<file path="src/c1d_pkg.sv">
// shared constants, codes and types for the 1-d convolution engine
package c1d_pkg;
    localparam int MAX_KERNEL  = 7;
    localparam int MAX_IN_CH   = 32;
    localparam int MAX_OUT_CH  = 32;
    localparam int MAX_SEQ_LEN = 256;
    localparam int W_DEPTH     = MAX_KERNEL * MAX_IN_CH * MAX_OUT_CH;
    localparam int WIN_DEPTH   = MAX_KERNEL * MAX_IN_CH;
    localparam int W_AW        = $clog2(W_DEPTH);
    localparam int WIN_AW      = $clog2(WIN_DEPTH);
    localparam int B_AW        = $clog2(MAX_OUT_CH);
    localparam int ACC_W       = 40;

    localparam logic [1:0] FUNC_WEIGHT = 2'd0;
    localparam logic [1:0] FUNC_BIAS   = 2'd1;
    localparam logic [1:0] FUNC_SAMPLE = 2'd2;
    localparam logic [1:0] FUNC_FLUSH  = 2'd3;

    localparam logic [2:0] CFG_KERNEL_LEN   = 3'd0;
    localparam logic [2:0] CFG_SEQ_LEN      = 3'd1;
    localparam logic [2:0] CFG_IN_CHANNELS  = 3'd2;
    localparam logic [2:0] CFG_OUT_CHANNELS = 3'd3;
    localparam logic [2:0] CFG_RELU_ON      = 3'd4;

    typedef struct packed {
        logic bias_rd;
        logic mac_rd;
        logic relu;
    } t_mac_ctl;
endpackage

</file>
<file path="src/c1d_mac.sv">
// multiply-accumulate datapath with relu, rounding and saturation
module c1d_mac (
    input  logic                   i_clk,
    input  logic                   i_rst_n,
    input  c1d_pkg::t_mac_ctl      i_ctl,
    input  logic signed [15:0]     i_bias,
    input  logic signed [15:0]     i_weight,
    input  logic signed [15:0]     i_sample,
    output logic                   o_busy,
    output logic signed [15:0]     o_value,
    output logic                   o_sat
);
    import c1d_pkg::*;

    logic r_bias_d, r_mac_d, r_prod_v;
    logic signed [31:0] r_prod;
    logic signed [ACC_W-1:0] r_acc;
    logic signed [ACC_W-1:0] relu_acc;
    logic signed [ACC_W:0] rnd;
    logic signed [ACC_W-12:0] q;

    always_ff @(posedge i_clk) begin
        if (!i_rst_n) begin
            r_bias_d <= 1'b0;
            r_mac_d  <= 1'b0;
            r_prod_v <= 1'b0;
        end else begin
            r_bias_d <= i_ctl.bias_rd;
            r_mac_d  <= i_ctl.mac_rd;
            r_prod_v <= r_mac_d;
        end
    end

    always_ff @(posedge i_clk) begin
        r_prod <= i_weight * i_sample;
        if (r_bias_d) begin
            r_acc <= {{(ACC_W-28){i_bias[15]}}, i_bias, 12'd0};
        end else if (r_prod_v) begin
            r_acc <= r_acc + ACC_W'(r_prod);
        end
    end

    assign o_busy = r_mac_d | r_prod_v;

    always_comb begin
        relu_acc = (i_ctl.relu && r_acc[ACC_W-1]) ? '0 : r_acc;
        rnd      = {relu_acc[ACC_W-1], relu_acc} + (ACC_W+1)'(2048);
        q        = rnd[ACC_W:12];
        if (q > 32767) begin
            o_value = 16'sh7fff;
            o_sat   = 1'b1;
        end else if (q < -32768) begin
            o_value = -16'sh8000;
            o_sat   = 1'b1;
        end else begin
            o_value = q[15:0];
            o_sat   = 1'b0;
        end
    end
endmodule

</file>
<file path="config.mk">
export PLATFORM = sky130hd
export DESIGN_NAME = c1d_mac
export DESIGN_NICKNAME = d
export VERILOG_FILES = /design/src/c1d_pkg.sv /design/src/c1d_mac.sv
export SDC_FILE = /design/constraint.sdc
export NUM_CORES = 1
export LEC_CHECK = 0
export ABC_CLOCK_PERIOD_IN_PS = 8000
export BUFFER_PORTS_ARGS = -buffer_cell sky130_fd_sc_hd__clkbuf_2
export CORE_MARGIN = 4
export CORE_UTILIZATION = 35
export CTS_CLUSTER_SIZE = 24
export DETAILED_ROUTE_END_ITERATION = 12
export GPL_TIMING_DRIVEN = 0
export HOLD_SLACK_MARGIN = 0.08
export PLACE_DENSITY_LB_ADDON = 0.25
export SLEW_MARGIN = 20
export SYNTH_ARGS = -nofsm -noshare
export SYNTH_HDL_FRONTEND = slang
export SYNTH_SLANG_ARGS = --single-unit
</file>
<file path="constraint.sdc">
create_clock -name i_clk -period 8 [get_ports i_clk]
set_clock_uncertainty 0.2 [all_clocks]
set_input_delay 1.6 -clock i_clk [delete_from_list [all_inputs] [get_ports i_clk]]
set_output_delay 1.6 -clock i_clk [all_outputs]
set_load 0.05 [all_outputs]
</file>
Word-level counts from Yosys, hierarchy flattened
Cells that the tools add are included.
{ "word_totals": {"register_bits": 75, "latch_bits": 0, "mem_bits_rw": 0, "romBits": 0, "in_bits": 53, "out_inout_bits": 18, "wordCells": 21, "mem_count": 0} }
{ "op_classes": {"n_addsub": 2, "mul": 1, "div_mod_pow": 0, "magnitude_cmp": 2, "n_eq_ne": 0, "n_shift": 0, "mux": 7, "n_bitwise": 1, "reduce_logical": 2} }
{ "op_table": {"columns": ["operator", "count"], "rows": [
  ["$mux W40", 3],
  ["$add A40 B13 Y41 const B", 1],
  ["$add A40 B32 Y40", 1],
  ["$mul A16 B16 Y32", 1],
  ["$mux W16", 2],
  ["$gt A29 B16 Y1 const B", 1],
  ["$lt A29 B16 Y1 const B", 1],
  ["$mux W1", 2],
  ["$reduce_bool A2 Y1", 1],
  ["$logic_and A1 B1 Y1", 1],
  ["$or A1 B1 Y1", 1]
]} }

Logic depth before layout (Yosys ltp)
Gate-level depths: netlist of run 1.
{ "logic_depth": {"depth_word": 6, "depth_mapped": 23, "ltp_nobuf": 22} }

Worst setup path after synthesis of run 1
OpenSTA, ideal clock, no wires.
{ "synth_timing": {"kind": "in2reg", "from": "in i_weight[15]", "to": "reg r_prod[31]", "setup_ps": 118, "arrival_time_ps": 6945, "t_required_ps": 7682, "path_slack_ps": 736, "stages": 19, "path_buffers": 1, "path_cell_list": "clkbuf_1 > nand2_1 > fa_1 > inv_1 > fa_1 > inv_1 > fa_1 > fa_1 > fa_1 > fa_1 > inv_1 > ha_1 > nand3_1 > o22ai_1 > nor3_1 > a21oi_1 > a21oi_1 > o21a_1 > xnor2_1"} }
{ "synth_via": {"elab_chain_len": 1} }
{ "synth_rtl": {"columns": ["element", "line_no", "rtl"], "rows": [
  ["start, declared", "c1d_mac.sv:7", "input logic signed [15:0] i_weight,"],
  ["$mul A16 B16 Y32", "c1d_mac.sv:35", "r_prod <= i_weight * i_sample;"],
  ["end signal, assigned", "c1d_mac.sv:35", null],
  ["end, declared", "c1d_mac.sv:16", "logic signed [31:0] r_prod;"]
]} }
No other way between the ends.
A chain may end at the register's enable or synchronous reset.

Final worst setup path of run 1
{ "layout_timing": {"from": "in i_weight[11]", "to": "reg r_prod[31]"} }
Same word-level chain as after synthesis.

==> results.sh, run 1 <==
export IMPL_die_h_um=217
export IMPL_status="completed"
export IMPL_wl_um=39400
export IMPL_core_area_mm2=0.0431
export IMPL_synth_warnings=0
export IMPL_synthXorXnorAreaFrac_pct=4.53
export IMPL_synthTopCellsByArea="fa_1 (34%), ha_1 (10%), inv_1 (9.0%)"
export IMPL_slew_violations=0
export IMPL_relSlewSlack_pct=28.9
export IMPL_crit_chain="clkbuf_2 > clkbuf_1 > nand2_1 > fa_1 > fa_1 > fa_1 > inv_1 > fa_1 > fa_1 > inv_1 > fa_1 > inv_1 > ha_1 > a21oi_1 > o21ai_0 > a2111o_1 > o211ai_1 > a21oi_1 > a21oi_1 > o21a_1 > xnor2_1"
export IMPL_cts_max_level=3
export IMPL_io_pins=71
export IMPL_whs_path_depth=1
export IMPL_yosysUniqueCellTypes=74
export IMPL_min_period_ns=7.74
export IMPL_synth_top_family_by_area="adder cells"
export IMPL_synth_avg_cell_area_um2=8.79
export IMPL_ys_ff_latch=75
export IMPL_synth_top_area_share_pct=34.5
export IMPL_worstHoldPathType="reg -> reg"
export IMPL_grt_pass1_vias=12400
export IMPL_r2r_start="r_acc[22]"
export IMPL_setup_viol=0
export IMPL_overflow=0
export IMPL_clock_path_buffers=2
export IMPL_fillers=4419
export IMPL_hold_start="r_mac_d"
export IMPL_dp_hpwl_um=34400
export IMPL_cp_slowest_cell="fa_1"
export IMPL_synth_compound_area_share_pct=11.2
export IMPL_port_buffers=70
export IMPL_path_max_fanout=10
export IMPL_holdPathEnd="r_prod_v"
export IMPL_n_antenna_cell=0
export IMPL_reg2reg_slack_ns=4.04
export IMPL_drtIter0Drc=636
export IMPL_grt_setup_unrepaired="no"
export IMPL_fin_crit_sh_pct=96.7
export IMPL_drv_cap=0
export IMPL_synthCells=1738
export IMPL_worstPathArrival_ns=7.78
export IMPL_synth_adder_area_share_pct=44.5
export IMPL_fp_row_count=76
export IMPL_seq_area_mm2=0.00178
export IMPL_path_common_cell="fa_1"
export IMPL_dieArea_mm2=0.0471
export IMPL_grtUsageTotal_pct=17.3
export IMPL_layout_drive_gt1_share_pct=7.14
export IMPL_r2r_end="r_acc[39]"
export IMPL_area_growth_pct=9.35
export IMPL_cp_start_kind="input pin"
export IMPL_r2r_worst_path_cells=10
export IMPL_synth_area_mm2=0.0153
export IMPL_post_drt_wl_per_cell_um=16.4
export IMPL_initial_core_util_pct=35.5
export IMPL_synth_edff_count=28
export IMPL_synth_top_cell_by_area="fa_1"
export IMPL_cts_hold_buffers=0
export IMPL_via_count=11800
export IMPL_numCtsBuffers=9
export IMPL_hold_ws_ns=0.265
export IMPL_fp_dieW_um=217
export IMPL_nets=2253
export IMPL_worst_skew_pair_late_latency_ns=0.34
export IMPL_cp_end_kind="flip-flop"
export IMPL_synth_async_reset_ratio_pct=0
export IMPL_place_congestion=0.872
export IMPL_synth_simple_area_share_pct=17.2
export IMPL_drc=0
export IMPL_grt_pass1_wl_um=66000
export IMPL_cts_root_buf="clkbuf_16"
export IMPL_required_ns=8.05
export IMPL_critical_path_class="in -> reg"
export IMPL_vias_per_cell=4.92
export IMPL_cts_tree="built"
export IMPL_clkSlewWorstSetupHoldPaths_ns=0.06
export IMPL_postRouteAntennaNets=0
export IMPL_grt_max_degree=29
export IMPL_tightestPinTransition_ns=1.06
export IMPL_syn_nets=2176
export IMPL_multi_input_area_mm2=0.0119
export IMPL_hold_viol_final=0
export IMPL_synth_mux_area_share_pct=0.672
export IMPL_antenna_found_initial=0
export IMPL_synth_seq_area_share_pct=11.7
export IMPL_slowest_delay_ns=0.59
export IMPL_first_pass_iters=5
export IMPL_cts_sink_count=75
export IMPL_ys_flop_type="dfxtp_1"
export IMPL_max_freq_ghz=0.129
==> area by class of cell <==
cell class / count / share of cell area [%]
Clock buffer: 10 / 1.50
Multi-Input combinational cell: 1250 / 71.5
Clock inverter: 6 / 0.404
Inverter: 365 / 8.20
Tap cell: 585 / 4.38
Buffer: 41 / 1.12
Sequential cell: 75 / 10.7
Timing Repair Buffer: 73 / 2.23
==> synthesized netlist by cell type (all sizes together) (28+ instances only) <==
library cell / number
o21ai: 70
nor2: 65
xnor2: 45
clkbuf: 43
fa: 263
nand3: 36
and2: 130
edfxtp: 28
ha: 122
a21oi: 69
inv: 365
xor2: 34
nand2: 169
dfxtp: 47
==> cell families (layout without fill, tap and decap cells) <==
family | Yosys count | after routing
compound gates | 265 | 265
buf+inv | 413 | 495
simple gates | 511 | 511
flops | 75 | 75
xor+xnor | 79 | 79
mux | 10 | 10
fa+ha+maj | 385 | 385
==> state kept, by name, summed over array words and instances, names as in the netlist <==
name / cells
r_prod: 32
r_bias_d: 1
r_prod_v: 1
r_mac_d: 1
r_acc: 40
==> stage by stage <==
| step | utilization, % | std cells | cell area, um^2 | setup TNS, ns | setup WS, ns |
|---|---|---|---|---|---|
| 6_report | 38.8 | 2405 | 16700 | 0 | 0.263 |
| 5_1_grt | 38.8 | 2405 | 16700 | 0 | 0.00268 |
| 4_1_cts | 38.7 | 2408 | 16700 | 0 | 0.0372 |
| 3_5_place_dp | 38.0 | 2393 | 16400 | -3.62 | -0.594 |
| 3_3_place_gp | 38.0 | 2393 | 16400 | -3.41 | -0.500 |
| 2_1_floorplan | - | 1738 | 15300 | 0 | 0.736 |
==> metal layers <==
metal	routed length (um)	track usage (%)	up-vias
li1	-	-	5684
met1	18900	25.1	5814
met2	17800	28.2	299
met3	2160	1.90	34
met4	550	3.58	0
met5	0	0	-
==> cell usage in the layout (no fill, tap or decap), drive strengths merged, types with 7 or more instances in the layout <==
cell type / count
and2: 130
a31oi: 8
xnor2: 45
fa: 263
ha: 122
dfxtp: 47
nor2: 65
nand3: 36
nand2: 169
a211oi: 10
a21o: 25
and3: 14
mux2i: 8
nor4: 8
clkbuf: 114
nand2b: 22
o211ai: 8
inv: 369
o21a: 11
nand4: 16
buf: 10
nor3: 21
a21oi: 69
a2111oi: 7
o21bai: 8
o21ai: 70
edfxtp: 28
xor2: 34
==> critical path, delay by kind of cell <==
| family | cells | cell delay, ns |
|---|---|---|
| AO/OA/AOI/OAI | 7 | 1.59 |
| XOR/XNOR | 1 | 0.15 |
| adder cells (fa/ha/maj) | 7 | 3.48 |
| buffers and inverters | 5 | 0.76 |
| AND/OR/NAND/NOR | 1 | 0.18 |
==> worst max path at each step <==
| stage | end | depth (start not counted) | from | slack, ns |
|---|---|---|---|---|
| 2_1_floorplan | r_prod[31] | 19 | i_weight[15] | 0.74 |
| 3_3_place_gp | r_prod[31] | 20 | i_sample[4] | -0.50 |
| 3_5_place_dp | r_prod[31] | 22 | i_sample[4] | -0.59 |
| 4_1_cts | r_prod[31] | 20 | i_sample[5] | 0.04 |
| 5_1_grt | r_prod[31] | 21 | i_sample[14] | 0.003 |
| 6_report | r_prod[31] | 21 | i_weight[11] | 0.26 |
==> repair_timing <==
item                       4_1_cts  5_1_grt
resized for setup                3       28
setup endpoints to repair        3        9
setup buffers                    0        3
pin swaps                        0        1
Power of run 1 is not shown: default switching activity piles up to over one toggle a cycle in this logic, so the estimate is an artifact.
==> run 2: changes to the inputs <==
Settings changed: BUFFER_PORTS_ARGS -buffer_cell sky130_fd_sc_hd__clkbuf_2 to unset, DONT_BUFFER_PORTS set to 1.
==> run 2 against run 1 <==
  * Routed wire length up 0.14%
  * Final cell count down 2.7%
  * Flip-flop and latch count unchanged
  * Largest cell class unchanged
  * Via count down 1.8%
==> results.sh, run 2 (synthesis results as in run 1) <==
export IMPL_status="completed"
export IMPL_io_pins=71
export IMPL_port_buffers=0
export IMPL_post_route_cell_area_mm2=0.0164
export IMPL_fin_cells=2339
export IMPL_relSlewSlack_pct=31.0
export IMPL_vias_per_cell=4.97
export IMPL_post_drt_wl_per_cell_um=16.9
export IMPL_die_h_um=217
export IMPL_hold_start="r_mac_d"
export IMPL_hold_viol_final=0
export IMPL_cts_tree="built"
export IMPL_grtUsageTotal_pct=17.2
export IMPL_cts_sink_count=75
export IMPL_grt_max_degree=29
export IMPL_drc=0
export IMPL_layout_commonest_cell="inv_1"
export IMPL_top_register="r_acc"
export IMPL_area_growth_pct=7.03
export IMPL_clkSlewWorstSetupHoldPaths_ns=0.06
export IMPL_layout_drive_gt1_share_pct=2.74
export IMPL_fin_crit_sh_pct=96.1
export IMPL_grt_pass1_wl_um=65700
export IMPL_via_count=11600
export IMPL_cts_setup_buffers=0
export IMPL_slew_violations=0
export IMPL_drtIter0Drc=675
export IMPL_dp_hpwl_um=34100
export IMPL_critical_path_class="in -> reg"
export IMPL_n_antenna_cell=0
export IMPL_postCtsResizedCells=2
export IMPL_finalWorstSetupSlack_ns=0.311
export IMPL_place_inst=2323
export IMPL_pre_cts_ws_ns=-0.373
export IMPL_overflow=0
export IMPL_min_period_ns=7.69
export IMPL_antenna_found_initial=0
export IMPL_numCtsBuffers=9
export IMPL_reg_largest_list="r_acc (40), r_prod (32)"
export IMPL_cp_slowest_cell="clkbuf_1"
export IMPL_tightestPinTransition_ns=1.03
export IMPL_first_pass_iters=5
export IMPL_dieArea_mm2=0.0471
export IMPL_path_common_cell="fa_1"
export IMPL_placed_area_mm2=0.0160
export IMPL_path_buf_inv=6
export IMPL_place_congestion=0.882
export IMPL_worstHoldPathType="reg -> reg"
export IMPL_r2r_worst_path_cells=10
export IMPL_worst_skew_pair_late_latency_ns=0.35
export IMPL_path_max_fanout=10
export IMPL_nets=2187
export IMPL_fp_dieW_um=217
export IMPL_cp_start_kind="input pin"
export IMPL_whs_path_depth=1
export IMPL_grt_setup_unrepaired="no"
export IMPL_mostFrequentLayoutCells="inv_1 (365), fa_1 (262), nand2_1 (169)"
export IMPL_crit_chain="clkbuf_1 > nand2_1 > fa_1 > inv_1 > fa_1 > inv_1 > fa_1 > inv_1 > fa_1 > fa_1 > inv_1 > fa_1 > inv_1 > ha_1 > a21oi_1 > nor2b_1 > o21ai_0 > nand2b_1 > a221oi_2 > o21ai_1 > o311ai_0"
export IMPL_setup_viol=0
export IMPL_cts_root_buf="clkbuf_16"
export IMPL_slowest_delay_ns=0.55
export IMPL_r2r_end="r_acc[39]"
export IMPL_required_ns=8.00
export IMPL_cp_end_kind="flip-flop"
export IMPL_reg2reg_slack_ns=4.27
export IMPL_fp_row_count=76
export IMPL_wl_um=39400
export IMPL_drv_cap=0
export IMPL_cts_max_level=3
export IMPL_max_freq_ghz=0.130
export IMPL_tns_ns=0
export IMPL_holdPathEnd="r_prod_v"
export IMPL_cts_hold_buffers=0
export IMPL_core_area_mm2=0.0431
export IMPL_initial_core_util_pct=35.5
export IMPL_largest_reg_flops=40
export IMPL_postRouteAntennaNets=0
export IMPL_crit_family="adder cells"
export IMPL_clock_path_buffers=2
export IMPL_grt_pass1_vias=12100
export IMPL_worstPathArrival_ns=7.69
export IMPL_r2r_start="r_acc[21]"
run 2: cell count changes in the layout (fill, tap and decap cells not counted):
cell	change
clkbuf_2	-78
clkbuf_1	+17
buf_4	-3
o21ai_0	-3
o21ai_1	+3
buf_1	-1
buf_2	-1
clkinv_4	+1
fa_1	+1
fa_2	-1
inv_6	-1
nor3_1	-1
nor3_2	+1
run 2: cell type report:
cell class	count	area, um^2
fill	4385	26700
multi-input combinational	1250	11900
sequential	75	1780
inverter	365	1370
tap	585	732
clock buffer	10	250
buffer	48	203
clock inverter	6	67.6
run 2: per-layer routing:
metal	part of all wire (%)	global-route usage (%)	wire [um]	vias up
li1	-	-	-	5542
met1	48	24.9	19100	5737
met2	45	28.1	17600	305
met3	5.4	2.15	2110	35
met4	1.6	3.48	620	0
met5	0	0	0	-
run 2: stage by stage:
step                hold slack (ns)  utilization, %
CTS                           0.263            37.9
global route                  0.291            38.0
floorplan                     0.221               -
detailed placement            0.239            37.2
finish                        0.264            38.0
global placement              0.240            37.2
run 2: how the worst max path moves through the flow:
stage                       from          to  slack [ns]  cells after the start
floorplan           i_weight[15]  r_prod[31]        0.74                     19
global placement     i_sample[4]  r_prod[31]       -0.33                     19
detailed placement   i_sample[6]  r_prod[30]       -0.37                     18
CTS                  i_sample[6]  r_prod[30]        0.19                     18
global route         i_sample[2]  r_prod[31]        0.03                     21
finish               i_weight[5]  r_prod[30]        0.31                     21
run 2: worst register-to-register path: stages, from the launching register on:
cell and delay, ns:
edfxtp_1 0.48, ha_1 0.44, and2_1 0.15, clkbuf_1 0.29
nor2b_1 0.31, nand2_1 0.11, o211ai_1 0.20, o211ai_1 0.29
a2111oi_0 0.66, nor2_1 0.10, a211o_1 0.25
Power of run 2 is left out for the same reason.
