### src/c1d_ram.sv
// generic simple dual-port ram with registered read
module c1d_ram #(
    parameter int WIDTH = 16,
    parameter int DEPTH = 32
) (
    input  logic                     i_clk,
    input  logic                     i_we,
    input  logic [$clog2(DEPTH)-1:0] i_waddr,
    input  logic [WIDTH-1:0]         i_wdata,
    input  logic [$clog2(DEPTH)-1:0] i_raddr,
    output logic [WIDTH-1:0]         o_rdata
);
    logic [WIDTH-1:0] mem [DEPTH];

    always_ff @(posedge i_clk) begin
        if (i_we) begin
            mem[i_waddr] <= i_wdata;
        end
        o_rdata <= mem[i_raddr];
    end
endmodule

### config.mk
export PLATFORM = sky130hd
export DESIGN_NAME = c1d_ram
export DESIGN_NICKNAME = d
export VERILOG_FILES = /design/src/c1d_ram.sv
export SDC_FILE = /design/constraint.sdc
export NUM_CORES = 1
export LEC_CHECK = 0
export BUFFER_PORTS_ARGS = -buffer_cell sky130_fd_sc_hd__buf_2
export CAP_MARGIN = 20
export CORE_MARGIN = 5
export CORE_UTILIZATION = 45
export DETAILED_ROUTE_END_ITERATION = 6
export SLEW_MARGIN = 30
export SYNTH_ARGS = -nofsm -noshare
export SYNTH_HDL_FRONTEND = slang
export SYNTH_SLANG_ARGS = --single-unit
### constraint.sdc
create_clock -name i_clk -period 2.45 [get_ports i_clk]
set_clock_uncertainty 0.15 [all_clocks]
set_input_delay 0.6125 -clock i_clk [delete_from_list [all_inputs] [get_ports i_clk]]
set_output_delay 0.6125 -clock i_clk [all_outputs]
set_load 0.02 [all_outputs]
======== Word-level counts from Yosys, hierarchy flattened ========
Memory sizes are Yosys's and may differ from the RTL's. A register that Yosys moved wholly into a read port is not among the register bits.
Cells that the tools add are included.
storage, ports and cells
  flip-flop bits (word level) ............. 0
  latch bits .............................. 0
  RAM bits ................................ 512
  memory bits (read-only) ................. 0
  input port bits ......................... 28
  output and inout port bits .............. 16
  logic and storage cells ................. 3
  memories kept ........................... 1
operators by class
  add/subtract/negate cells ............... 0
  multiply operators ...................... 0
  div/mod/pow operators ................... 0
  $lt $le $gt $ge ......................... 0
  equal/unequal tests ..................... 0
  shifts and indexed selects .............. 0
  multiplexer cells ....................... 2
  bitwise logic cells ..................... 0
  reduce and logical (&&, ||, !) cells .... 0
memories
  name  words  width  rd ports  clocked after memory_dff  wr ports  RTL line  source
  mem   32     16     1         1                         1         13        logic [WIDTH-1:0] mem [DEPTH];
operators with widths
  cell              count
  1-bit 2-to-1 mux  2

======== Depth between registers and ports, before layout ========
Gate-level depths: netlist of run 1.
  depth in word-level cells ............... 2
  gate-level depth with buffers ........... 8
  mapped depth without buffers ............ 5

======== Worst setup path after synthesis of run 1 ========
No wires, ideal clock.
  kind .................................... input to register
  start point ............................. input i_waddr[1]
  end point ............................... memory mem[12][0] (enable)
  library setup time ...................... 388 ps
  data arrival time ....................... 1964 ps
  data required time ...................... 1912 ps
  slack ................................... -53 ps
  cell stages on the path ................. 3
  path buffers ............................ 1
  path through ............................ or3b_2 clkbuf_1 nor2_1
RTL lines
  item         RTL line  source
  from (decl)  8         input logic [$clog2(DEPTH)-1:0] i_waddr,
  to (decl)    13
No word-level cell before the write port.

==> results of run 1 <==
==> path summary, 6_finish.rpt <==
path / end / slack [ns] / cells after the start
min reg2reg: o_rdata[8] / 0.46 / 4
max reg2reg: o_rdata[7] / 0.41 / 6
min: o_rdata[10] / 0.30 / 3
max: o_rdata[7] / 0.25 / 7
==> power groups by stage <==
stage               registers, mW  logic, mW  clock network [mW]
floorplan                    10.3      0.564                   0
global placement             10.3       1.17                   0
detailed placement           10.3       1.18                   0
CTS                          10.1       1.18                7.77
global route                 10.1       1.24                8.16
finish                       10.1       1.17                7.65
==> metal layers <==
layer,GRT usage,part of all wire,vias up
li1,-,-,4889
met1,0.290,0.44,5682
met2,0.327,0.49,368
met3,0.0329,0.059,75
met4,0.0379,0.017,0
met5,0,0,-
==> cells in the mapped netlist <==
cell	number
buf_12	5
edfxtp_1	512
dfxtp_1	16
buf_4	19
nand3_1	34
or3b_2	3
buf_6	6
a31oi_1	16
nand2b_1	2
nor2_4	1
nand3b_1	5
nor2b_1	2
and2_1	1
nor3_1	16
or3_1	1
clkbuf_1	12
nand4_1	16
mux2i_1	256
or2_1	1
nand2_1	33
nor2_1	33
buf_8	6
a22o_1	32
a22oi_1	64
buf_2	19
a21oi_1	32
==> through the flow <==
step                      cells  utilization  hold WS (ns)
after floorplan            1143            -         0.403
after global placement     1854        0.494         0.444
after detailed placement   1854        0.494         0.454
after CTS                  1946        0.530         0.282
after global routing       1946        0.530         0.289
final                      1947        0.530         0.305
==> sequential cells by signal, indices dropped and copies added, names as in the netlist <==
register	flops
mem	512
o_rdata	16
==> kinds of logic after synthesis <==
| kind of cell | count (synthesis) |
|---|---|
| compound gates | 144 |
| buf+inv | 67 |
| flops | 528 |
| mux | 256 |
| simple gates | 148 |
==> critical path, delay by kind of cell <==
family          cells  cell delay, ns
compound gates      2            0.75
buf+inv             3            0.62
simple gates        2            0.46
==> final cells by class <==
class	instances	area, um^2
tap	600	751
timing repair buffer	178	1580
multi-input combinational	548	4350
fill	3639	21300
sequential	528	15700
clock buffer	64	1390
clock inverter	28	233
antenna	1	2.50
==> report_table.html, run 1 <==
<table>
<tr><th>Metric</th><th>Value</th></tr>
<tr><th colspan="2">Yosys</th></tr>
<tr><td>Sequential share of the synthesized area</td><td>0.764</td></tr>
<tr><td>Mean area per synthesized cell</td><td>18.0 um^2</td></tr>
<tr><td>Leading cell types by total area after synthesis</td><td>edfxtp_1, mux2i_1, a22oi_1, dfxtp_1, a22o_1</td></tr>
<tr><td>Combinational family with the most area after synthesis</td><td>multiplexers</td></tr>
<tr><td>Post-synth top area cell</td><td>edfxtp_1</td></tr>
<tr><td>Multiplexer share of the synthesized area</td><td>0.125</td></tr>
<tr><td>Post-Synth XOR/XNOR Area</td><td>0</td></tr>
<tr><td>Compound-Gate Fraction of Synth Area</td><td>0.0497</td></tr>
<tr><td>Net count of the mapped netlist</td><td>1171</td></tr>
<tr><td>Number of instances in the synthesized netlist</td><td>1143</td></tr>
<tr><td>Simple-gate area share of the yosys netlist</td><td>0.0349</td></tr>
<tr><td>Warnings, synthesis</td><td>0</td></tr>
<tr><td>Area of the mapped netlist</td><td>20500 um^2</td></tr>
<tr><td>Adder-Cell Fraction of Synth Area</td><td>0</td></tr>
<tr><td>Number of flip-flops and latches in the synthesized netlist</td><td>528</td></tr>
<tr><td>Area share of the largest cell type after synthesis</td><td>0.749</td></tr>
<tr><td>Distinct cell type count of the synthesized netlist</td><td>26</td></tr>
<tr><th colspan="2">Pwr</th></tr>
<tr><td>Switching power as a share of total power</td><td>0.213</td></tr>
<tr><td>Overall power after layout</td><td>18.9 mW</td></tr>
<tr><td>LEAKAGE</td><td>8.58 nW</td></tr>
<tr><td>Worst ir drop on vdd</td><td>0.000528 V</td></tr>
<tr><td>Pwr/cell area</td><td>788 nW/um^2</td></tr>
<tr><td>Net switching power</td><td>4.03 mW</td></tr>
<tr><td>Relative contribution of sequential cells to total power</td><td>0.534</td></tr>
<tr><td>Internal power of the cells</td><td>14.9 mW</td></tr>
<tr><td>Portion of total power attributed to the clock network</td><td>0.404</td></tr>
<tr><td>Combinational share of power</td><td>0.062</td></tr>
<tr><th colspan="2">Drt</th></tr>
<tr><td>Post-detailed-route via-to-cell ratio</td><td>5.66</td></tr>
<tr><td>Total via count after detailed routing</td><td>11.0k</td></tr>
<tr><td>DRT Wirelength</td><td>50.9 mm</td></tr>
<tr><td>Number of optimization iterations in the first detailed-route pass</td><td>5</td></tr>
<tr><td>Post-route DRC</td><td>0</td></tr>
<tr><td>Routed wire length per instance</td><td>26.1 um</td></tr>
<tr><td>DRT antenna net count</td><td>0</td></tr>
<tr><td>Initial DRC count</td><td>1069</td></tr>
<tr><th colspan="2">STA</th></tr>
<tr><td>Sum of negative setup slack</td><td>0 ns</td></tr>
<tr><td>Post-route minimum period</td><td>2.20 ns</td></tr>
<tr><td>Final-report hold violation count</td><td>0</td></tr>
<tr><td>Final worst setup slack</td><td>0.247 ns</td></tr>
<tr><td>Slew Viols, Final</td><td>0</td></tr>
<tr><td>Max Clk Rate</td><td>454 MHz</td></tr>
<tr><td>Slew margin rel.</td><td>0.503</td></tr>
<tr><td>RSZ-0062 raised after global routing</td><td>no</td></tr>
<tr><td>Worst Tran Pin Value</td><td>0.745 ns</td></tr>
<tr><td>Final period util</td><td>0.899</td></tr>
<tr><td>Final setup violation count</td><td>0</td></tr>
<tr><th colspan="2">Layout</th></tr>
<tr><td>Most used cells in the layout excluding fill and tap cells</td><td>edfxtp_1, mux2i_1, buf_4, a22oi_1, clkbuf_16</td></tr>
<tr><td>Most common library cell in the layout ignoring fill and taps</td><td>edfxtp_1</td></tr>
<tr><td>Fraction of final layout cells with drive strength greater than 1</td><td>0.204</td></tr>
<tr><td>Net total in the final layout</td><td>1335</td></tr>
<tr><td>Design area</td><td>24000 um^2</td></tr>
<tr><td>Layout-stage area growth over the synthesis result</td><td>16.9%</td></tr>
<tr><th colspan="2">Setup path</th></tr>
<tr><td>Critical path's largest stage delay</td><td>0.62 ns</td></tr>
<tr><td>Worst Setup SP</td><td>i_raddr[1]</td></tr>
<tr><td>Top fanout value on the critical path</td><td>31</td></tr>
<tr><td>Arrival time reported for the critical path endpoint</td><td>2.46 ns</td></tr>
<tr><td>Start-to-end type of the worst setup path</td><td>input port to register</td></tr>
<tr><td>Worst path required time</td><td>2.71 ns</td></tr>
<tr><td>Kind of launch point of the worst setup path</td><td>input port</td></tr>
<tr><td>R2r startpoint</td><td>mem[7][7]</td></tr>
<tr><td>Critical-path cell list</td><td>buf_2, nor2b_4, buf_4, buf_12, a22oi_1, a31oi_1, nand3_1</td></tr>
<tr><td>Critical Path Slowest Stage Cell</td><td>a31oi_1</td></tr>
<tr><td>Type of element capturing the critical path</td><td>register</td></tr>
<tr><th colspan="2">Placed design</th></tr>
<tr><td>Hpwl dp</td><td>31.6 mm</td></tr>
<tr><td>Placed standard-cell area</td><td>22400 um^2</td></tr>
<tr><td>Count of port buffers added during placement</td><td>43</td></tr>
<tr><td>Final weighted congestion in routability-driven placement</td><td>0.828</td></tr>
<tr><td>Post-placement setup slack</td><td>-0.327 ns</td></tr>
<tr><th colspan="2">Die</th></tr>
<tr><td>Floorplan core area</td><td>45300 um^2</td></tr>
<tr><td>Initial core utilization</td><td>0.453</td></tr>
<tr><td>Floorplan row count</td><td>78</td></tr>
<tr><td>Top Ports</td><td>44</td></tr>
<tr><td>Die outline width</td><td>224 um</td></tr>
<tr><td>Die H</td><td>224 um</td></tr>
<tr><td>Die area</td><td>50000 um^2</td></tr>
<tr><th colspan="2">Global route</th></tr>
<tr><td>GRT Util Overall</td><td>0.200</td></tr>
<tr><td>Residual overflow from global routing</td><td>0</td></tr>
<tr><td>Wire length of the first global-routing pass</td><td>73.9 mm</td></tr>
<tr><td>Pin count of the biggest net entering global routing</td><td>33</td></tr>
<tr><td>Via count of the first global-routing pass</td><td>10.8k</td></tr>
<tr><td>Number of antenna violations at the first check in global routing</td><td>2</td></tr>
<tr><th colspan="2">Clocking</th></tr>
<tr><td>Post-CTS Repair Setup Buffers</td><td>0</td></tr>
<tr><td>Clock transition at the registers of the reported paths</td><td>0.06 ns</td></tr>
<tr><td>Clock sink total</td><td>528</td></tr>
<tr><td>TritonCTS clock tree</td><td>built</td></tr>
<tr><td>CTS HTree Levels</td><td>2</td></tr>
<tr><td>Maximum buffer depth of the clock tree</td><td>3</td></tr>
<tr><td>Number of hold buffers added after cts</td><td>0</td></tr>
<tr><td>Total CTS buffers</td><td>51</td></tr>
<tr><td>Post-CTS sizing</td><td>0</td></tr>
<tr><td>Clk Tree Root Cell</td><td>clkbuf_16</td></tr>
<tr><td>Latest clock arrival within the worst-skew pair</td><td>0.59 ns</td></tr>
<tr><th colspan="2">Status</th></tr>
<tr><td>Outcome</td><td>finished clean</td></tr>
<tr><th colspan="2">Job</th></tr>
<tr><td>Number of maximum-capacitance violations</td><td>0</td></tr>
<tr><th colspan="2">Min path</th></tr>
<tr><td>Type of the tightest min-delay check</td><td>input port to register</td></tr>
<tr><td>Min-delay src</td><td>i_raddr[3]</td></tr>
</table>
No activity file was read; power rests on OpenSTA's default activity.
==> run 2, diff against run 1 <==
- CAP_MARGIN: 20 -> 25
- CORE_ASPECT_RATIO: unset -> 0.8
- CORE_UTILIZATION: 45 -> 50
- PLACE_DENSITY: unset -> 0.68
==> report_table.html, run 2 (synthesis results as in run 1) <==
<table>
<tr><th>Metric</th><th>Value</th></tr>
<tr><th colspan="2">STA</th></tr>
<tr><td>Final worst setup slack</td><td>0.445 ns</td></tr>
<tr><td>Final period util</td><td>0.818</td></tr>
<tr><td>Slew Viols, Final</td><td>0</td></tr>
<tr><td>RSZ-0062 raised after global routing</td><td>no</td></tr>
<tr><td>Slew margin rel.</td><td>0.509</td></tr>
<tr><td>Final setup violation count</td><td>0</td></tr>
<tr><td>Post-route minimum period</td><td>2.00 ns</td></tr>
<tr><td>Max Clk Rate</td><td>499 MHz</td></tr>
<tr><td>Worst Tran Pin Value</td><td>0.736 ns</td></tr>
<tr><td>Final-report hold violation count</td><td>0</td></tr>
<tr><td>Sum of negative setup slack</td><td>0 ns</td></tr>
<tr><th colspan="2">Drt</th></tr>
<tr><td>Total via count after detailed routing</td><td>11.1k</td></tr>
<tr><td>Post-detailed-route via-to-cell ratio</td><td>5.91</td></tr>
<tr><td>Routed wire length per instance</td><td>26.1 um</td></tr>
<tr><td>Post-route DRC</td><td>0</td></tr>
<tr><td>DRT antenna net count</td><td>0</td></tr>
<tr><td>DRT Wirelength</td><td>48.8 mm</td></tr>
<tr><td>Initial DRC count</td><td>1251</td></tr>
<tr><td>Number of optimization iterations in the first detailed-route pass</td><td>5</td></tr>
<tr><th colspan="2">Layout</th></tr>
<tr><td>Register bank with the most flops</td><td>mem</td></tr>
<tr><td>Fraction of final layout cells with drive strength greater than 1</td><td>0.186</td></tr>
<tr><td>Multi-input gate area</td><td>4330 um^2</td></tr>
<tr><td>Register area</td><td>15700 um^2</td></tr>
<tr><td>Layout-stage area growth over the synthesis result</td><td>16.0%</td></tr>
<tr><td>Design area</td><td>23800 um^2</td></tr>
<tr><td>Largest registers</td><td>mem: 512 flops, o_rdata: 16 flops</td></tr>
<tr><td>Net total in the final layout</td><td>1317</td></tr>
<tr><td>Most common library cell in the layout ignoring fill and taps</td><td>edfxtp_1</td></tr>
<tr><td>Number of flip-flops in the largest register</td><td>512</td></tr>
<tr><td>Fill cell total of the finished layout</td><td>3056</td></tr>
<tr><td>Most used cells in the layout excluding fill and tap cells</td><td>edfxtp_1, mux2i_1, buf_4, a22oi_1, clkbuf_16</td></tr>
<tr><td>Final standard cell utilization of the core</td><td>0.586</td></tr>
<tr><th colspan="2">Clocking</th></tr>
<tr><td>Number of hold buffers added after cts</td><td>0</td></tr>
<tr><td>Maximum buffer depth of the clock tree</td><td>3</td></tr>
<tr><td>Clock sink total</td><td>528</td></tr>
<tr><td>Post-CTS Repair Setup Buffers</td><td>0</td></tr>
<tr><td>Total CTS buffers</td><td>49</td></tr>
<tr><td>Clock transition at the registers of the reported paths</td><td>0.06 ns</td></tr>
<tr><td>CTS HTree Levels</td><td>2</td></tr>
<tr><td>Clk Tree Root Cell</td><td>clkbuf_16</td></tr>
<tr><td>Latest clock arrival within the worst-skew pair</td><td>0.59 ns</td></tr>
<tr><td>TritonCTS clock tree</td><td>built</td></tr>
<tr><td>Post-CTS sizing</td><td>0</td></tr>
<tr><th colspan="2">Pwr</th></tr>
<tr><td>Worst ir drop on vdd</td><td>0.000748 V</td></tr>
<tr><td>Combinational share of power</td><td>0.060</td></tr>
<tr><td>Internal power of the cells</td><td>14.8 mW</td></tr>
<tr><td>Portion of total power attributed to the clock network</td><td>0.405</td></tr>
<tr><td>Net switching power</td><td>4.07 mW</td></tr>
<tr><td>Relative contribution of sequential cells to total power</td><td>0.534</td></tr>
<tr><td>LEAKAGE</td><td>8.48 nW</td></tr>
<tr><td>Switching power as a share of total power</td><td>0.215</td></tr>
<tr><td>Pwr/cell area</td><td>794 nW/um^2</td></tr>
<tr><th colspan="2">Die</th></tr>
<tr><td>Die H</td><td>191 um</td></tr>
<tr><td>Floorplan row count</td><td>66</td></tr>
<tr><td>Floorplan core area</td><td>40600 um^2</td></tr>
<tr><td>Die outline width</td><td>237 um</td></tr>
<tr><td>Die area</td><td>45300 um^2</td></tr>
<tr><td>Initial core utilization</td><td>0.505</td></tr>
<tr><td>Top Ports</td><td>44</td></tr>
<tr><th colspan="2">Setup path</th></tr>
<tr><td>Worst path bufs/invs</td><td>1</td></tr>
<tr><td>Type of element capturing the critical path</td><td>primary output</td></tr>
<tr><td>Category of cells accounting for the largest share of critical-path delay</td><td>flip-flops</td></tr>
<tr><td>Critical path's largest stage delay</td><td>0.44 ns</td></tr>
<tr><td>Critical Path Slowest Stage Cell</td><td>dfxtp_1</td></tr>
<tr><td>Top fanout value on the critical path</td><td>1</td></tr>
<tr><td>Worst path required time</td><td>1.69 ns</td></tr>
<tr><td>Critical-path cell list</td><td>buf_2</td></tr>
<tr><td>Arrival time reported for the critical path endpoint</td><td>1.24 ns</td></tr>
<tr><td>Kind of launch point of the worst setup path</td><td>register</td></tr>
<tr><td>Start-to-end type of the worst setup path</td><td>register to primary output</td></tr>
<tr><th colspan="2">Placed design</th></tr>
<tr><td>Hpwl dp</td><td>30.1 mm</td></tr>
<tr><td>Post-placement setup slack</td><td>-0.122 ns</td></tr>
<tr><td>Final weighted congestion in routability-driven placement</td><td>0.836</td></tr>
<tr><td>Count of port buffers added during placement</td><td>43</td></tr>
<tr><td>Placed standard-cell area</td><td>22200 um^2</td></tr>
<tr><th colspan="2">Global route</th></tr>
<tr><td>Wire length of the first global-routing pass</td><td>71.6 mm</td></tr>
<tr><td>Residual overflow from global routing</td><td>0</td></tr>
<tr><td>GRT Util Overall</td><td>0.213</td></tr>
<tr><td>Via count of the first global-routing pass</td><td>10.9k</td></tr>
<tr><td>Pin count of the biggest net entering global routing</td><td>49</td></tr>
<tr><td>Number of antenna violations at the first check in global routing</td><td>4</td></tr>
<tr><th colspan="2">Min path</th></tr>
<tr><td>Type of the tightest min-delay check</td><td>input port to register</td></tr>
<tr><th colspan="2">Job</th></tr>
<tr><td>Number of maximum-capacitance violations</td><td>0</td></tr>
<tr><th colspan="2">Status</th></tr>
<tr><td>Outcome</td><td>finished clean</td></tr>
</table>
## run 2: cell types whose count changed in the layout (fill, tap and decap cells not counted), sizes merged, moves of 2 or more
cell	before	now
buf	178	162
clkinv	23	16
clkbuf	64	61
clkinvlp	1	4
bufinv	4	6
diode	1	3
## run 2: routing by layer
layer  track usage  wire, um  up-vias
met5             0        20        -
met4        0.0528       990        4
met3        0.0430      4430       69
met2         0.318     21800      469
met1         0.325     21600     5666
li1              -         -     4855
## run 2: worst reg2reg max path, cell delays in order (launching register included)
cell and delay (ns):
edfxtp_1 0.37, mux2i_1 0.20, a22o_1 0.20, nor3_1 0.06, buf_4 0.15, a31oi_1 0.27, nand3_1 0.12
## run 2: worst paths after layout
kind	end	startpoint	slack [ns]	depth (start not counted)
hold reg to reg	o_rdata[13]	mem[11][13]	0.45	4
setup reg to reg	o_rdata[5]	mem[1][5]	0.81	6
hold / removal	mem[10][7]	i_wdata[7]	0.45	1
setup / recovery	o_rdata[15]	o_rdata[15]	0.45	1
## run 2: cell type report
| cell class | instances | area share |
|---|---|---|
| sequential | 528 | 0.659 |
| clock buffer | 61 | 0.0542 |
| timing repair buffer | 162 | 0.0627 |
| tap | 544 | 0.0286 |
| multi-input combinational | 548 | 0.182 |
| antenna | 3 | 0.000315 |
| clock inverter | 27 | 0.0131 |
## run 2: metrics by stage
stage	std cells	power, mW	hold slack, ns
3_3_place_gp	1782	11.4	0.432
6_report	1873	18.9	0.454
2_1_floorplan	1143	10.9	0.403
4_1_cts	1870	19.0	0.430
3_5_place_dp	1782	11.4	0.437
5_1_grt	1872	19.4	0.447
## run 2: power by group through the flow
stage / Clock (mW) / Sequential (mW) / Combinational [mW]
finish: 7.66 / 10.1 / 1.14
global route: 8.12 / 10.1 / 1.21
CTS: 7.74 / 10.1 / 1.14
detailed placement: 0 / 10.3 / 1.14
global placement: 0 / 10.3 / 1.12
floorplan: 0 / 10.3 / 0.564
==> run 3, diff against run 2 <==
- PLACE_DENSITY: 0.68 -> 0.66
- clock period: 2.45 -> 1.9 ns (I/O delays scaled with it)
==> report_table.html, run 3 (synthesis results as in run 1) <==
<table>
<tr><th>Metric</th><th>Value</th></tr>
<tr><th colspan="2">Clocking</th></tr>
<tr><td>Number of hold buffers added after cts</td><td>0</td></tr>
<tr><td>Post-CTS Repair Setup Buffers</td><td>0</td></tr>
<tr><td>CTS HTree Levels</td><td>2</td></tr>
<tr><td>Clk Tree Root Cell</td><td>clkbuf_16</td></tr>
<tr><td>Clock sink total</td><td>528</td></tr>
<tr><td>Maximum buffer depth of the clock tree</td><td>3</td></tr>
<tr><td>Post-CTS sizing</td><td>0</td></tr>
<tr><td>Total CTS buffers</td><td>49</td></tr>
<tr><td>Latest clock arrival within the worst-skew pair</td><td>0.58 ns</td></tr>
<tr><td>Clock transition at the registers of the reported paths</td><td>0.06 ns</td></tr>
<tr><td>TritonCTS clock tree</td><td>built</td></tr>
<tr><th colspan="2">Die</th></tr>
<tr><td>Die outline width</td><td>237 um</td></tr>
<tr><td>Die H</td><td>191 um</td></tr>
<tr><td>Floorplan core area</td><td>40600 um^2</td></tr>
<tr><td>Top Ports</td><td>44</td></tr>
<tr><td>Initial core utilization</td><td>0.505</td></tr>
<tr><td>Die area</td><td>45300 um^2</td></tr>
<tr><td>Floorplan row count</td><td>66</td></tr>
<tr><th colspan="2">Min path</th></tr>
<tr><td>Hold Path Depth</td><td>1</td></tr>
<tr><td>Type of the tightest min-delay check</td><td>input port to register</td></tr>
<tr><th colspan="2">Drt</th></tr>
<tr><td>DRT antenna net count</td><td>0</td></tr>
<tr><td>DRT Wirelength</td><td>49.8 mm</td></tr>
<tr><td>Routed length on met2</td><td>22.2 mm</td></tr>
<tr><td>Initial DRC count</td><td>1379</td></tr>
<tr><td>Post-detailed-route via-to-cell ratio</td><td>5.77</td></tr>
<tr><td>Post-route DRC</td><td>0</td></tr>
<tr><td>Total via count after detailed routing</td><td>11.2k</td></tr>
<tr><td>WL met1</td><td>22.4 mm</td></tr>
<tr><td>Routed wl met3</td><td>4.28 mm</td></tr>
<tr><td>Number of optimization iterations in the first detailed-route pass</td><td>6</td></tr>
<tr><td>Highest Signal Layer</td><td>met4</td></tr>
<tr><td>Routed wire length per instance</td><td>25.7 um</td></tr>
<tr><th colspan="2">Setup path</th></tr>
<tr><td>Type of element capturing the critical path</td><td>primary output</td></tr>
<tr><td>Top fanout value on the critical path</td><td>1</td></tr>
<tr><td>Category of cells accounting for the largest share of critical-path delay</td><td>flip-flops</td></tr>
<tr><td>Critical Path Slowest Stage Cell</td><td>dfxtp_1</td></tr>
<tr><td>Worst path bufs/invs</td><td>1</td></tr>
<tr><td>Start-to-end type of the worst setup path</td><td>register to primary output</td></tr>
<tr><td>Critical-path cell list</td><td>buf_2</td></tr>
<tr><td>Worst path required time</td><td>1.27 ns</td></tr>
<tr><td>Critical path's largest stage delay</td><td>0.46 ns</td></tr>
<tr><td>Worst Reg-to-Reg Cells</td><td>6</td></tr>
<tr><td>Worst path depth</td><td>1</td></tr>
<tr><td>Kind of launch point of the worst setup path</td><td>register</td></tr>
<tr><td>Arrival time reported for the critical path endpoint</td><td>1.25 ns</td></tr>
<tr><th colspan="2">Layout</th></tr>
<tr><td>Number of inserted diodes</td><td>0</td></tr>
<tr><td>Design area</td><td>24700 um^2</td></tr>
<tr><td>Largest registers</td><td>mem: 512 flops, o_rdata: 16 flops</td></tr>
<tr><td>Layout-stage area growth over the synthesis result</td><td>20.4%</td></tr>
<tr><td>Multi-input gate area</td><td>4410 um^2</td></tr>
<tr><td>Number of flip-flops in the largest register</td><td>512</td></tr>
<tr><td>Fill cell total of the finished layout</td><td>2990</td></tr>
<tr><td>Most used cells in the layout excluding fill and tap cells</td><td>edfxtp_1, mux2i_1, buf_4, a22oi_1, buf_12</td></tr>
<tr><td>Post-layout instance count excluding filler cells</td><td>1933</td></tr>
<tr><td>Register area</td><td>15700 um^2</td></tr>
<tr><td>Fraction of final layout cells with drive strength greater than 1</td><td>0.231</td></tr>
<tr><td>Net total in the final layout</td><td>1378</td></tr>
<tr><td>Final standard cell utilization of the core</td><td>0.608</td></tr>
<tr><td>Register bank with the most flops</td><td>mem</td></tr>
<tr><td>Most common library cell in the layout ignoring fill and taps</td><td>edfxtp_1</td></tr>
<tr><th colspan="2">STA</th></tr>
<tr><td>Slew margin rel.</td><td>0.586</td></tr>
<tr><td>Post-route minimum period</td><td>1.88 ns</td></tr>
<tr><td>Final-report hold violation count</td><td>0</td></tr>
<tr><td>Slew Viols, Final</td><td>0</td></tr>
<tr><td>Final setup violation count</td><td>0</td></tr>
<tr><td>Final worst setup slack</td><td>0.0223 ns</td></tr>
<tr><td>Max Clk Rate</td><td>533 MHz</td></tr>
<tr><td>Worst Tran Pin Value</td><td>0.622 ns</td></tr>
<tr><td>RSZ-0062 raised after global routing</td><td>no</td></tr>
<tr><td>Final period util</td><td>0.988</td></tr>
<tr><td>Hold Worst Slack</td><td>0.176 ns</td></tr>
<tr><th colspan="2">Placed design</th></tr>
<tr><td>Inst Count DP</td><td>1843</td></tr>
<tr><td>Hpwl dp</td><td>31.1 mm</td></tr>
<tr><td>Post-placement setup slack</td><td>-0.430 ns</td></tr>
<tr><td>Final weighted congestion in routability-driven placement</td><td>0.823</td></tr>
<tr><td>Placed standard-cell area</td><td>23100 um^2</td></tr>
<tr><td>Count of port buffers added during placement</td><td>43</td></tr>
<tr><th colspan="2">Global route</th></tr>
<tr><td>Wire length of the first global-routing pass</td><td>72.9 mm</td></tr>
<tr><td>Residual overflow from global routing</td><td>0</td></tr>
<tr><td>Number of antenna violations at the first check in global routing</td><td>1</td></tr>
<tr><td>Via count of the first global-routing pass</td><td>11.1k</td></tr>
<tr><td>GRT Util Overall</td><td>0.218</td></tr>
<tr><td>Pin count of the biggest net entering global routing</td><td>33</td></tr>
<tr><th colspan="2">Pwr</th></tr>
<tr><td>LEAKAGE</td><td>8.89 nW</td></tr>
<tr><td>Pwr/cell area</td><td>989 nW/um^2</td></tr>
<tr><td>Worst ir drop on vdd</td><td>0.000777 V</td></tr>
<tr><th colspan="2">Status</th></tr>
<tr><td>Outcome</td><td>finished clean</td></tr>
<tr><th colspan="2">Job</th></tr>
<tr><td>Number of maximum-capacitance violations</td><td>0</td></tr>
</table>
-- run 3: cell count changes in the layout (fill, tap and decap cells not counted), moves of 5 or more --
| cell | previous run | this run |
|---|---|---|
| nor2_4 | 1 | 10 |
| clkbuf_1 | 10 | 17 |
| buf_12 | 30 | 61 |
| buf_4 | 89 | 119 |
| nor2_2 | 6 | 11 |
| clkinv_1 | 7 | 2 |
| nor2_1 | 27 | 13 |
-- run 3: per-stage QoR --
stage	setup TNS, ns	power, mW
2_1_floorplan	-55.98	14.0
3_3_place_gp	-26.99	14.9
3_5_place_dp	-28.57	14.9
4_1_cts	0	24.6
5_1_grt	0	25.2
6_report	0	24.5
-- run 3: worst paths after layout --
kind | from | to | slack, ns
setup / recovery | o_rdata[5] | o_rdata[5] | 0.02
hold / removal | i_wdata[9] | mem[1][9] | 0.18
setup reg to reg | mem[1][1] | o_rdata[1] | 0.15
hold reg to reg | mem[11][3] | o_rdata[3] | 0.46
-- run 3: cell type report --
cell class              instances  share of cell area
flip-flops and latches        528               0.635
multi-input cells             548               0.179
repair buffers                223              0.0947
clock inverters                18             0.00785
clock buffers                  72              0.0564
well taps                     544              0.0275
-- run 3: metal layers --
layer	vias to the layer above	track usage
li1	4984	-
met4	0	0.0484
met3	66	0.0501
met2	452	0.328
met1	5650	0.329
met5	-	0
-- run 3: report_power, final --
group	switching (mW)	total, mW	internal [mW]	leakage [nW]
logic	1.00	1.68	0.677	3.36
registers	0.0651	13.0	12.9	4.75
clock network	4.13	9.77	5.63	0.781
total	5.20	24.5	19.3	8.89
